[src/rtl/core/csc_pkg.sv]
// Package with types, constants and the arctangent table for the CORDIC sine and cosine block.
package csc_pkg;

  localparam int unsigned IterationsDef = 31;
  localparam int unsigned MaxIterations = 31;

  localparam int unsigned PhaseW = 32;
  localparam int unsigned ValueW = 32;
  localparam int unsigned XW     = 34;
  localparam int unsigned ZW     = 33;
  localparam int unsigned AtanW  = 30;

  localparam logic [PhaseW-1:0] Quarter   = 32'h4000_0000;
  localparam logic [XW-1:0]     GainStart = 34'd1304065748;
  localparam logic [ValueW-1:0] Q31Max    = 32'h7fff_ffff;

  localparam logic [AtanW-1:0] AtanTable [MaxIterations] = '{
    30'd536870912, 30'd316933406, 30'd167458907, 30'd85004756, 30'd42667331,
    30'd21354465, 30'd10679838, 30'd5340245, 30'd2670163, 30'd1335087,
    30'd667544, 30'd333772, 30'd166886, 30'd83443, 30'd41722, 30'd20861,
    30'd10430, 30'd5215, 30'd2608, 30'd1304, 30'd652, 30'd326, 30'd163,
    30'd81, 30'd41, 30'd20, 30'd10, 30'd5, 30'd3, 30'd1, 30'd1
  };

  typedef struct packed {
    logic                 special;
    logic                 zero;
    logic                 negate;
    logic signed [XW-1:0] x;
    logic signed [XW-1:0] y;
    logic signed [ZW-1:0] z;
  } csc_item_t;

endpackage

[src/rtl/core/csc_fold.sv]
// Input stage: cosine offset, quadrant fold and CORDIC start values.
module csc_fold (
  input  logic                      clk_i,
  input  logic                      rst_ni,
  input  logic                      en_i,
  input  logic                      valid_i,
  input  logic                      op_i,
  input  logic [csc_pkg::PhaseW-1:0] phase_i,
  output logic                      valid_o,
  output csc_pkg::csc_item_t        item_o
);
  import csc_pkg::*;

  logic [PhaseW-1:0] ang;
  logic [AtanW:0]    zmag;
  csc_item_t         item_d, item_q;
  logic              valid_q;

  always_comb begin
    ang  = phase_i + (op_i ? Quarter : '0);
    zmag = ang[30] ? ((AtanW+1)'(1) << AtanW) - {1'b0, ang[AtanW-1:0]}
                   : {1'b0, ang[AtanW-1:0]};
    item_d.special = (ang[AtanW-1:0] == '0);
    item_d.zero    = !ang[30];
    item_d.negate  = ang[31];
    item_d.x       = GainStart;
    item_d.y       = '0;
    item_d.z       = ZW'(zmag);
  end

  always_ff @(posedge clk_i or negedge rst_ni) begin
    if (!rst_ni) begin
      valid_q <= 1'b0;
    end else if (en_i) begin
      valid_q <= valid_i;
    end
  end

  always_ff @(posedge clk_i) begin
    if (en_i) begin
      item_q <= item_d;
    end
  end

  assign valid_o = valid_q;
  assign item_o  = item_q;

endmodule

[config.mk]
export PLATFORM = sky130hd
export DESIGN_NAME = csc_fold
export DESIGN_NICKNAME = d
export VERILOG_FILES = /design/src/rtl/core/csc_pkg.sv /design/src/rtl/core/csc_fold.sv
export SDC_FILE = /design/constraint.sdc
export NUM_CORES = 1
export LEC_CHECK = 0
export ABC_AREA = 1
export BUFFER_PORTS_ARGS = -buffer_cell sky130_fd_sc_hd__buf_4
export CORE_MARGIN = 2
export CORE_UTILIZATION = 45
export DETAILED_ROUTE_END_ITERATION = 8
export GPL_TIMING_DRIVEN = 0
export PLACE_DENSITY = 0.85
export SETUP_SLACK_MARGIN = 0.5
export SLEW_MARGIN = 20
export SYNTH_ARGS = -nofsm -noshare
export SYNTH_HDL_FRONTEND = slang
export SYNTH_SLANG_ARGS = --single-unit
[constraint.sdc]
create_clock -name clk_i -period 1 [get_ports clk_i]
set_clock_uncertainty 0.05 [all_clocks]
set_input_delay 0.1 -clock clk_i [delete_from_list [all_inputs] [get_ports clk_i]]
set_output_delay 0.1 -clock clk_i [all_outputs]
set_load 0.05 [all_outputs]
**Yosys cells after proc, flatten, opt, wreduce, memory -nomap -nowiden**

Cells that the tools add are included.

- Register bits: 35
- Input port bits: 37
- Output and inout port bits: 105

- Multiplexer cells: 2
- Add/subtract/negate cells: 2
- Reductions and logical operators: 2

Operator list:

| operator | count |
|---|---|
| $add 32x31->32 | 1 |
| $mux 31 | 1 |
| $sub 31x30->31 const A | 1 |
| $logic_not 30->1 | 1 |
| $mux 30 | 1 |
| $logic_not 1->1 | 1 |

**Longest topological paths before layout**

- Depth after elaboration: 4
- Depth in mapped cells: 9

**Worst setup path after synthesis**

OpenSTA, ideal clock, no wires.

- Path kind: input to register
- From: input port op_i
- To: register item_q, in the netlist item_o[17] (data pin)
- Arrival time: 1.069 ns
- Path slack: -0.371 ns
- Stages: 8
- Path through: ha_1 -> inv_1 -> buf_2 -> nor2_1 -> nor2_4 -> nand2_1 -> nand2_1 -> nand2_1

RTL lines:

| element | line | RTL |
|---|---|---|
| from (decl) | csc_fold.sv:7 | `input logic op_i,` |
| to (signal assigned) | csc_fold.sv:41 | `item_q <= item_d;` |
| to (decl) | csc_fold.sv:16 | `csc_item_t item_d, item_q;` |

==> results.ini <==
[synthesis]
async_flop_share_pct=2.86
synth-edff-count=34
netlist-cell-type-count=23
yosys_most_used_dff=edfxtp_1
ys_ff_latch=35
synth.largest_area_cell=edfxtp_1
syn-cell-area_um2=2620
synth.area.top_cells=edfxtp_1, buf_4, nand2_1, nor2_1, nand3_1
synth_top_area_share_pct=38.9
synth_area_per_cell_um2=8.12
yosysSeqAreaShare_pct=39.9
netlist_instances=323
yosysWarnings=0

[setup_path]
crit_required_ns=0.98
cpMaxStageDelayCell=ha_4
cp-start-kind=input pin
cp_common_cell=nand2_1
crit_chain=buf_6 > ha_4 > inv_6 > buf_8 > nor2_1 > nor2_2 > nand2_1 > nand2_1 > nand2_1
worstPathArrival_ns=1.25
cp_top_family=simple AND/OR/NAND/NOR gates
crit_fanout=5
path_class=input pin to flip-flop
cpPeakStageDelay_ns=0.26
crit_path_end_kind=flip-flop
critPathBufInv=3
rrSetupSlack_ns=0.15

[sta]
setup_ws_ns=-0.263
slew_viol_final=0
timing.fmax_mhz=792
finalHoldViolCount=2
grt_setup_unrepaired=yes
timing.final.crit_share_pct=126
finalSetupViolCount=41
fin_crit_ns=1.26
holdWs_ns=-0.0441

[die]
die_h_um=80.3
row_count=27
start_util_pct=47.0
die_area_um2=6450
ios=142
die_w_um=80.3
coreArea_um2=5570

[power]
seqPwrFrac_pct=33.1
powerDensity_nw_per_um2=1310
combPwrFrac_pct=49.9
ir_drop_uv=811
cellLeakagePower_nw=2.14
clkPwrFrac_pct=17.0
internal-power_mw=3.29
p_sw_mw=2.50
swShare_pct=43.2

[route]
ant_nets=0
dr.pass1.iters=5
vias=2843
drt-vias-per-instance=5.01
routedWlPerCell_um=16.7
wl_mm=9.46
drc=0
drt-initial-drc-count=308

[clock_tree]
cts_tree=done
clk_pin_slew_ns=0.07
cts_sinks=35
clk_latency_ns=0.30
numCtsBuffers=5
ctsHoldBuffers=1
htreeDepth=2
cts_root_buf=clkbuf_8
cts_buffer_depth=2

[run_status]
outcome=finished, violations left
violations=hold timing, setup timing

[placement]
portBuffers=71
dp.cells=534
dp_hpwl_mm=4.75
gp_congestion=0.887

[grt]
grt_pass1_wl_mm=11.9
antenna_found_initial=0
grt_pass1_vias=2570
grt_max_degree=36
grt_usage_pct=24.4
grt.overflow.total=0

[finish]
final_cells=568
nets=534
antenna_cells=0
drive_gt1_share_pct=50.4
area_delta_synth_final_pct=68.5

[hold_path]
hold_class=input pin to flip-flop

[run]
maxCapViolCount=0

[cells by family (layout without fill, tap and decap cells)]
kind of cell    Yosys count  after routing  synth area share, %
flops                    35             35                 39.9
buf+inv                  92            197                 23.3
compound gates            8              8                 1.77
xor+xnor                 14             14                 4.68
other cells               2             70                0.286
mux                       1              1                0.429
simple gates            169            169                 28.7
fa+ha+maj                 2              2                0.954
[power by group through the flow]
stage	Sequential (mW)	Clock [mW]	Combinational [mW]
after floorplan	2.49	0	1.24
after global placement	1.89	0	2.35
after detailed placement	1.90	0	2.37
after CTS	1.90	0.991	2.62
after global routing	1.93	1.05	3.00
final	1.92	0.987	2.89
[flip-flops by register name, indices dropped and copies added, names as in the netlist]
| register | flops |
|---|---|
| item_o | 34 |
| valid_o | 1 |
[timing repair]
item | CTS | global route
pin swaps | 30 | 29
resized for setup | 84 | 39
setup endpoints to repair | 103 | 71
gates cloned | 1 | 0
hold endpoints to repair | 2 | 1
setup buffers | 14 | 10
[metal layers]
layer  track usage (%)  part of all wire [%]
met5                 0                     0
met4              11.0                   7.6
met3              5.96                    11
met2              45.6                    49
met1              25.5                    33
[path summary, 6_finish.rpt]
path / to / startpoint / cells past startpoint
max: item_o[28] / op_i / 9
min: item_o[0] / phase_i[0] / 1
max reg2reg: valid_o / valid_o / 1
min reg2reg: valid_o / valid_o / 1
max in group asynchronous: valid_o / rst_ni / 2
min in group asynchronous: valid_o / rst_ni / 2
[per-stage QoR]
step	utilization, %	power [mW]	TNS (ns)	cell area, µm²	setup slack [ns]
5_1_grt	79.3	5.97	-3.34	4420	-0.241
3_3_place_gp	65.2	4.25	-8.33	3640	-0.385
4_1_cts	75.1	5.51	-0.211	4190	-0.0441
3_5_place_dp	65.2	4.27	-8.67	3640	-0.399
6_report	79.3	5.80	-2.28	4420	-0.263
2_1_floorplan	-	3.73	-1.90	3010	-0.142
[Yosys cell counts (2+ instances only)]
cell	n
nand2_1	85
buf_4	70
nor2_1	44
edfxtp_1	34
inv_1	18
nand3_1	17
xnor2_1	8
nor2_4	7
xor2_1	6
nand2_2	5
nand3b_1	5
nor2_2	4
a21oi_1	3
buf_2	3
o21ai_0	3
conb_1	2
ha_1	2
nor3_1	2
[final cells by class]
class | instances | area (µm²)
clock inverter | 2 | 7.51
timing repair buffer | 97 | 980
inverter | 18 | 97.6
clock buffer | 6 | 72.6
tap | 72 | 90.1
buffer | 74 | 578
sequential | 35 | 1050
multi-input combinational | 264 | 1550
fill | 313 | 1160
[layout by cell type (no fill, tap or decap), drive strengths merged]
cell         instances
buf                170
nand2               90
conb                70
nor2                55
edfxtp              34
inv                 18
nand3               17
xnor2                8
xor2                 6
clkbuf               6
nand3b               5
a21oi                4
o21ai                3
ha                   2
clkinv               2
nor3                 2
o21bai               1
mux2                 1
dlygate4sd3          1
dfrtp                1
Note: power is estimated with default switching activity, not from simulation.
