==> src/rtl/core/csc_pkg.sv <==
// Package with types, constants and the arctangent table for the CORDIC sine and cosine block.
package csc_pkg;

  localparam int unsigned IterationsDef = 31;
  localparam int unsigned MaxIterations = 31;

  localparam int unsigned PhaseW = 32;
  localparam int unsigned ValueW = 32;
  localparam int unsigned XW     = 34;
  localparam int unsigned ZW     = 33;
  localparam int unsigned AtanW  = 30;

  localparam logic [PhaseW-1:0] Quarter   = 32'h4000_0000;
  localparam logic [XW-1:0]     GainStart = 34'd1304065748;
  localparam logic [ValueW-1:0] Q31Max    = 32'h7fff_ffff;

  localparam logic [AtanW-1:0] AtanTable [MaxIterations] = '{
    30'd536870912, 30'd316933406, 30'd167458907, 30'd85004756, 30'd42667331,
    30'd21354465, 30'd10679838, 30'd5340245, 30'd2670163, 30'd1335087,
    30'd667544, 30'd333772, 30'd166886, 30'd83443, 30'd41722, 30'd20861,
    30'd10430, 30'd5215, 30'd2608, 30'd1304, 30'd652, 30'd326, 30'd163,
    30'd81, 30'd41, 30'd20, 30'd10, 30'd5, 30'd3, 30'd1, 30'd1
  };

  typedef struct packed {
    logic                 special;
    logic                 zero;
    logic                 negate;
    logic signed [XW-1:0] x;
    logic signed [XW-1:0] y;
    logic signed [ZW-1:0] z;
  } csc_item_t;

endpackage

==> src/rtl/core/csc_stage.sv <==
// One rotation-mode CORDIC iteration with its pipeline register.
module csc_stage #(
  parameter int unsigned Idx = 0
) (
  input  logic               clk_i,
  input  logic               rst_ni,
  input  logic               en_i,
  input  logic               valid_i,
  input  csc_pkg::csc_item_t item_i,
  output logic               valid_o,
  output csc_pkg::csc_item_t item_o
);
  import csc_pkg::*;

  localparam logic [XW-1:0] Round = (XW'(1) << Idx) - XW'(1);
  localparam logic signed [ZW-1:0] Atan = ZW'(AtanTable[Idx]);

  logic signed [XW-1:0] xs, ys;
  csc_item_t            item_d, item_q;
  logic                 valid_q;

  always_comb begin
    xs = $signed(item_i.x + (item_i.x[XW-1] ? Round : '0)) >>> Idx;
    ys = $signed(item_i.y + (item_i.y[XW-1] ? Round : '0)) >>> Idx;
    item_d = item_i;
    if (!item_i.z[ZW-1]) begin
      item_d.x = item_i.x - ys;
      item_d.y = item_i.y + xs;
      item_d.z = item_i.z - Atan;
    end else begin
      item_d.x = item_i.x + ys;
      item_d.y = item_i.y - xs;
      item_d.z = item_i.z + Atan;
    end
  end

  always_ff @(posedge clk_i or negedge rst_ni) begin
    if (!rst_ni) begin
      valid_q <= 1'b0;
    end else if (en_i) begin
      valid_q <= valid_i;
    end
  end

  always_ff @(posedge clk_i) begin
    if (en_i) begin
      item_q <= item_d;
    end
  end

  assign valid_o = valid_q;
  assign item_o  = item_q;

endmodule

==> config.mk <==
export PLATFORM = sky130hd
export DESIGN_NAME = csc_stage
export DESIGN_NICKNAME = d
export VERILOG_FILES = /design/src/rtl/core/csc_pkg.sv /design/src/rtl/core/csc_stage.sv
export SDC_FILE = /design/constraint.sdc
export NUM_CORES = 1
export LEC_CHECK = 0
export BUFFER_PORTS_ARGS = -buffer_cell sky130_fd_sc_hd__buf_2
export CAP_MARGIN = 15
export CORE_MARGIN = 2
export CORE_UTILIZATION = 23
export DETAILED_ROUTE_END_ITERATION = 12
export PLACE_DENSITY = 0.51
export SKIP_CTS_REPAIR_TIMING = 1
export SLEW_MARGIN = 20
export SYNTH_ARGS = -nofsm -noshare
export SYNTH_HDL_FRONTEND = slang
export SYNTH_SLANG_ARGS = --single-unit
==> constraint.sdc <==
create_clock -name clk_i -period 0.9 [get_ports clk_i]
set_input_delay 0.27 -clock clk_i [delete_from_list [all_inputs] [get_ports clk_i]]
set_output_delay 0.27 -clock clk_i [all_outputs]
set_load 0.03 [all_outputs]
## Word level (Yosys, flattened, before mapping)

Index checks and enable logic that the tools add are counted.

| storage, ports and cells | value |
|---|---|
| output and inout port bits | 105 |
| register bits | 105 |
| input port bits | 108 |
| word-level logic and storage cells | 13 |

| operators by class | value |
|---|---|
| mux-type cells | 1 |
| add/sub/neg operators | 5 |

Operators by type and width:

| operator | number |
|---|---|
| 101-bit 2-to-1 mux | 1 |
| 34-bit subtractor | 2 |
| 34-bit adder | 1 |
| 33-bit by 31-bit adder with 33-bit output, second input constant | 1 |
| 33-bit by 31-bit subtractor with 33-bit output, second input constant | 1 |

## Longest topological paths before layout

| logic depth | value |
|---|---|
| depth in word-level cells | 2 |
| gate-level depth with buffers | 13 |
| gate-level depth less buffers | 12 |

## Worst setup path before layout

No wires, ideal clock.

| timing path | value |
|---|---|
| kind | input-to-reg |
| start point | in item_i[33] (netlist name) |
| end point | reg item_q, in the netlist item_o[65], data pin |
| slack | -2,076 ps |
| arrival | 2,710 ps |
| data required time | 633 ps |
| setup time | 267 ps |
| cell stages on the path | 11 |
| path buffers | 0 |
| path through | ha_1 > fa_1 > nor2b_1 > o311ai_1 > a21boi_1 > a211o_1 > a211oi_2 > nor2_1 > a2111oi_2 > a221oi_1 > xnor2_1 |

RTL lines:

| element | line | RTL |
|---|---|---|
| from (decl) | csc_stage.sv:9 | `input csc_pkg::csc_item_t item_i,` |
| to (signal assigned) | csc_stage.sv:47 | `item_q <= item_d;` |
| to (decl) | csc_stage.sv:19 | `csc_item_t item_d, item_q;` |

==> metrics.cfg <==
[run_status]
outcome=finished, violations left
violations=setup timing

[worst_setup_path]
slowest_delay_ns=0.37
crit_arrival_ns=2.88
worstSetupPathType=in2reg
path_buf_inv=1
r2r_slack_ns=0.12
end_kind=flop
critPathMaxFanout=3
cp_cell_sequence=buf_6, ha_4, fa_2, nor2b_4, o311ai_4, a21boi_4, a211o_1, a211oi_4, nor2_4, a2111oi_4, a221oi_2, xnor2_1
cp_top_family=compound AO/OA/AOI/OAI gates
worstSetupStartpointType=input pin
crit_required_ns=1.03
slowest_stage=a2111oi_4

[global_routing]
antenna_found_initial=4
grt_pass1_wl_um=52900
grt_usage_pct=16.9
grt-ovfl-total=0
grt_pass1_vias=9517
grt_max_degree=41

[floorplanning]
core_area_um2=38500
start_util_pct=23.2
io_pins=213
die_h_um=201
die-area_um2=40400
rows=72
die_x_um=201

[cells_and_area]
layout-drive-gt1-share_pct=55.1
num-nets-final=1779
final_cells=2090
ff_latch_area_um2=3120
multi_input_area_um2=6740
area_growth_pct=83.9
n_fill_cell=3859

[routing]
wl_per_cell_um=17.3
antenna_left=0
first_iter_violations=582
vias_per_cell=4.58
drc=0
vias=9574
dr.pass1.iters=5
wl_um=36100

[power_and_ir_drop]
p_int_mw=13.7
cellPowerDensity_nw_per_um2=1330
netSwitchingPower_mw=8.17
p_sw_share_pct=37.3
p_comb_share_pct=51.9
vdd.ir_drop.worst_mv=0.988
p_leak_nw=7.18
p_seq_share_pct=30.1
power.share.clock_pct=18.0

[synth]
syn_avg_cell_area_um2=9.11
yosys_warnings=0
synth_seq_cells=104
ys_async_sr_fraction_pct=0.962
syn_nets=1192
syn_inst=979
synth_edf_count=103
syn-cell-area_um2=8920
synth_cell_types=77
ys_seq_area_share_pct=35.0
ys.flop_type=edfxtp_1

[timing]
finalMaxSlewViolations=0
fin_crit_sh_pct=306
min_period_ns=2.75
rsz0062_at_grt=yes
max_freq_mhz=363
finalSetupViolCount=174
setup_ws_ns=-1.85
hold_violations=0
slew-limit-headroom_pct=65.7
hold_ws_ns=0.0672
worst_slew_pin_slew_ns=0.510
clock_skew_ns=0

[clocking]
clock_latency_ns=0.37
numClockSinks=104
clk_path_buf_depth=2
cts_tree=done
cts.clk_slew.worst_paths_ns=0.08
h-tree-depth=3
cts_root_buf=clkbuf_16
cts_buffers=9

[placed_design]
hpwl_um=28900
gp_congestion=0.900
dp_cells=2029
portBuffers=212

[flow_run]
cap_violations=0

[min_path]
worst_hold_path_type=in2reg

cell type report:
cell class	instances	area share [%]
diodes	1	0.0153
multi-input cells	725	41.1
clock inverters	6	0.320
inverters	107	2.99
well taps	518	3.95
repair buffers	619	31.2
clock buffers	10	1.46
flip-flops and latches	104	19.0
worst paths after layout:
check	from	to	depth (start not counted)
min in group asynchronous	rst_ni	valid_o	2
min reg2reg	valid_o	valid_o	1
max reg2reg	valid_o	valid_o	1
max in group asynchronous	rst_ni	valid_o	2
max	item_i[67]	item_o[65]	12
min	item_i[27]	item_o[27]	1
Yosys cell counts, drive strengths merged (14+ instances only):
cell type	instances	share of area, %
inv	106	4.5
xnor2	59	5.8
edfxtp	103	35
nand2	42	1.8
a21oi	118	6.6
o21ai	65	3.6
ha	101	14
nand3	14	0.79
o21bai	17	1.4
nor2	64	2.7
nor3	22	1.2
clkbuf	24	1.0
buf	19	0.90
cell usage in the layout, fill, tap and decap left out, types with 9 or more instances in the layout:
cell	n
nor2_1	55
o21ai_1	25
buf_6	137
edfxtp_1	103
o21ai_0	22
a21oi_2	35
a21oi_1	77
a21o_1	13
ha_1	72
o21bai_1	17
clkbuf_16	9
buf_4	374
inv_1	85
buf_2	91
buf_12	11
nand2_1	36
nand3_1	13
o211ai_1	12
ha_4	26
nand2b_1	10
xnor2_1	55
inv_2	11
nor3_1	18
o21ai_2	15
cell families after synthesis:
| family | count (synthesis) | share of synthesized area, % |
|---|---|---|
| AOI/OAI and AO/OA | 327 | 23.7 |
| buffers and inverters | 150 | 6.41 |
| DFF | 104 | 35.0 |
| and+or+nand+nor | 211 | 11.6 |
| xor gates and xnor gates | 67 | 6.58 |
| muxes | 15 | 1.71 |
| adders and majority gates | 105 | 15.1 |
per-stage QoR:
| stage | power (mW) | setup slack, ns | util [%] | cell area, um^2 | TNS (ns) |
|---|---|---|---|---|---|
| 2_1_floorplan | 11.4 | -1.96 | - | 9410 | -85.26 |
| 3_3_place_gp | 15.6 | -2.52 | 35.6 | 13700 | -138.77 |
| 3_5_place_dp | 15.6 | -2.54 | 35.6 | 13700 | -139.06 |
| 4_1_cts | 19.7 | -2.14 | 36.4 | 14000 | -129.25 |
| 5_1_grt | 23.0 | -1.93 | 42.6 | 16400 | -125.86 |
| 6_report | 21.9 | -1.85 | 42.6 | 16400 | -117.22 |
per-layer routing:
metal  track usage (%)  share of wire [%]
met3              3.34                4.7
met2              28.3                 49
met4              5.48                2.1
met5                 0               0.15
met1              21.7                 44
power by group through the flow:
stage | Combinational, mW | Clock [mW] | Sequential [mW]
after floorplan | 3.52 | 0 | 7.90
after global placement | 9.04 | 0 | 6.53
after detailed placement | 9.08 | 0 | 6.54
after CTS | 9.11 | 4.14 | 6.44
after global routing | 12.1 | 4.30 | 6.67
final | 11.4 | 3.95 | 6.59
state kept, by name (all words and copies together) (netlist names):
signal / flops
valid_o: 1
item_o: 103
No activity file was read; power rests on OpenSTA's default activity.
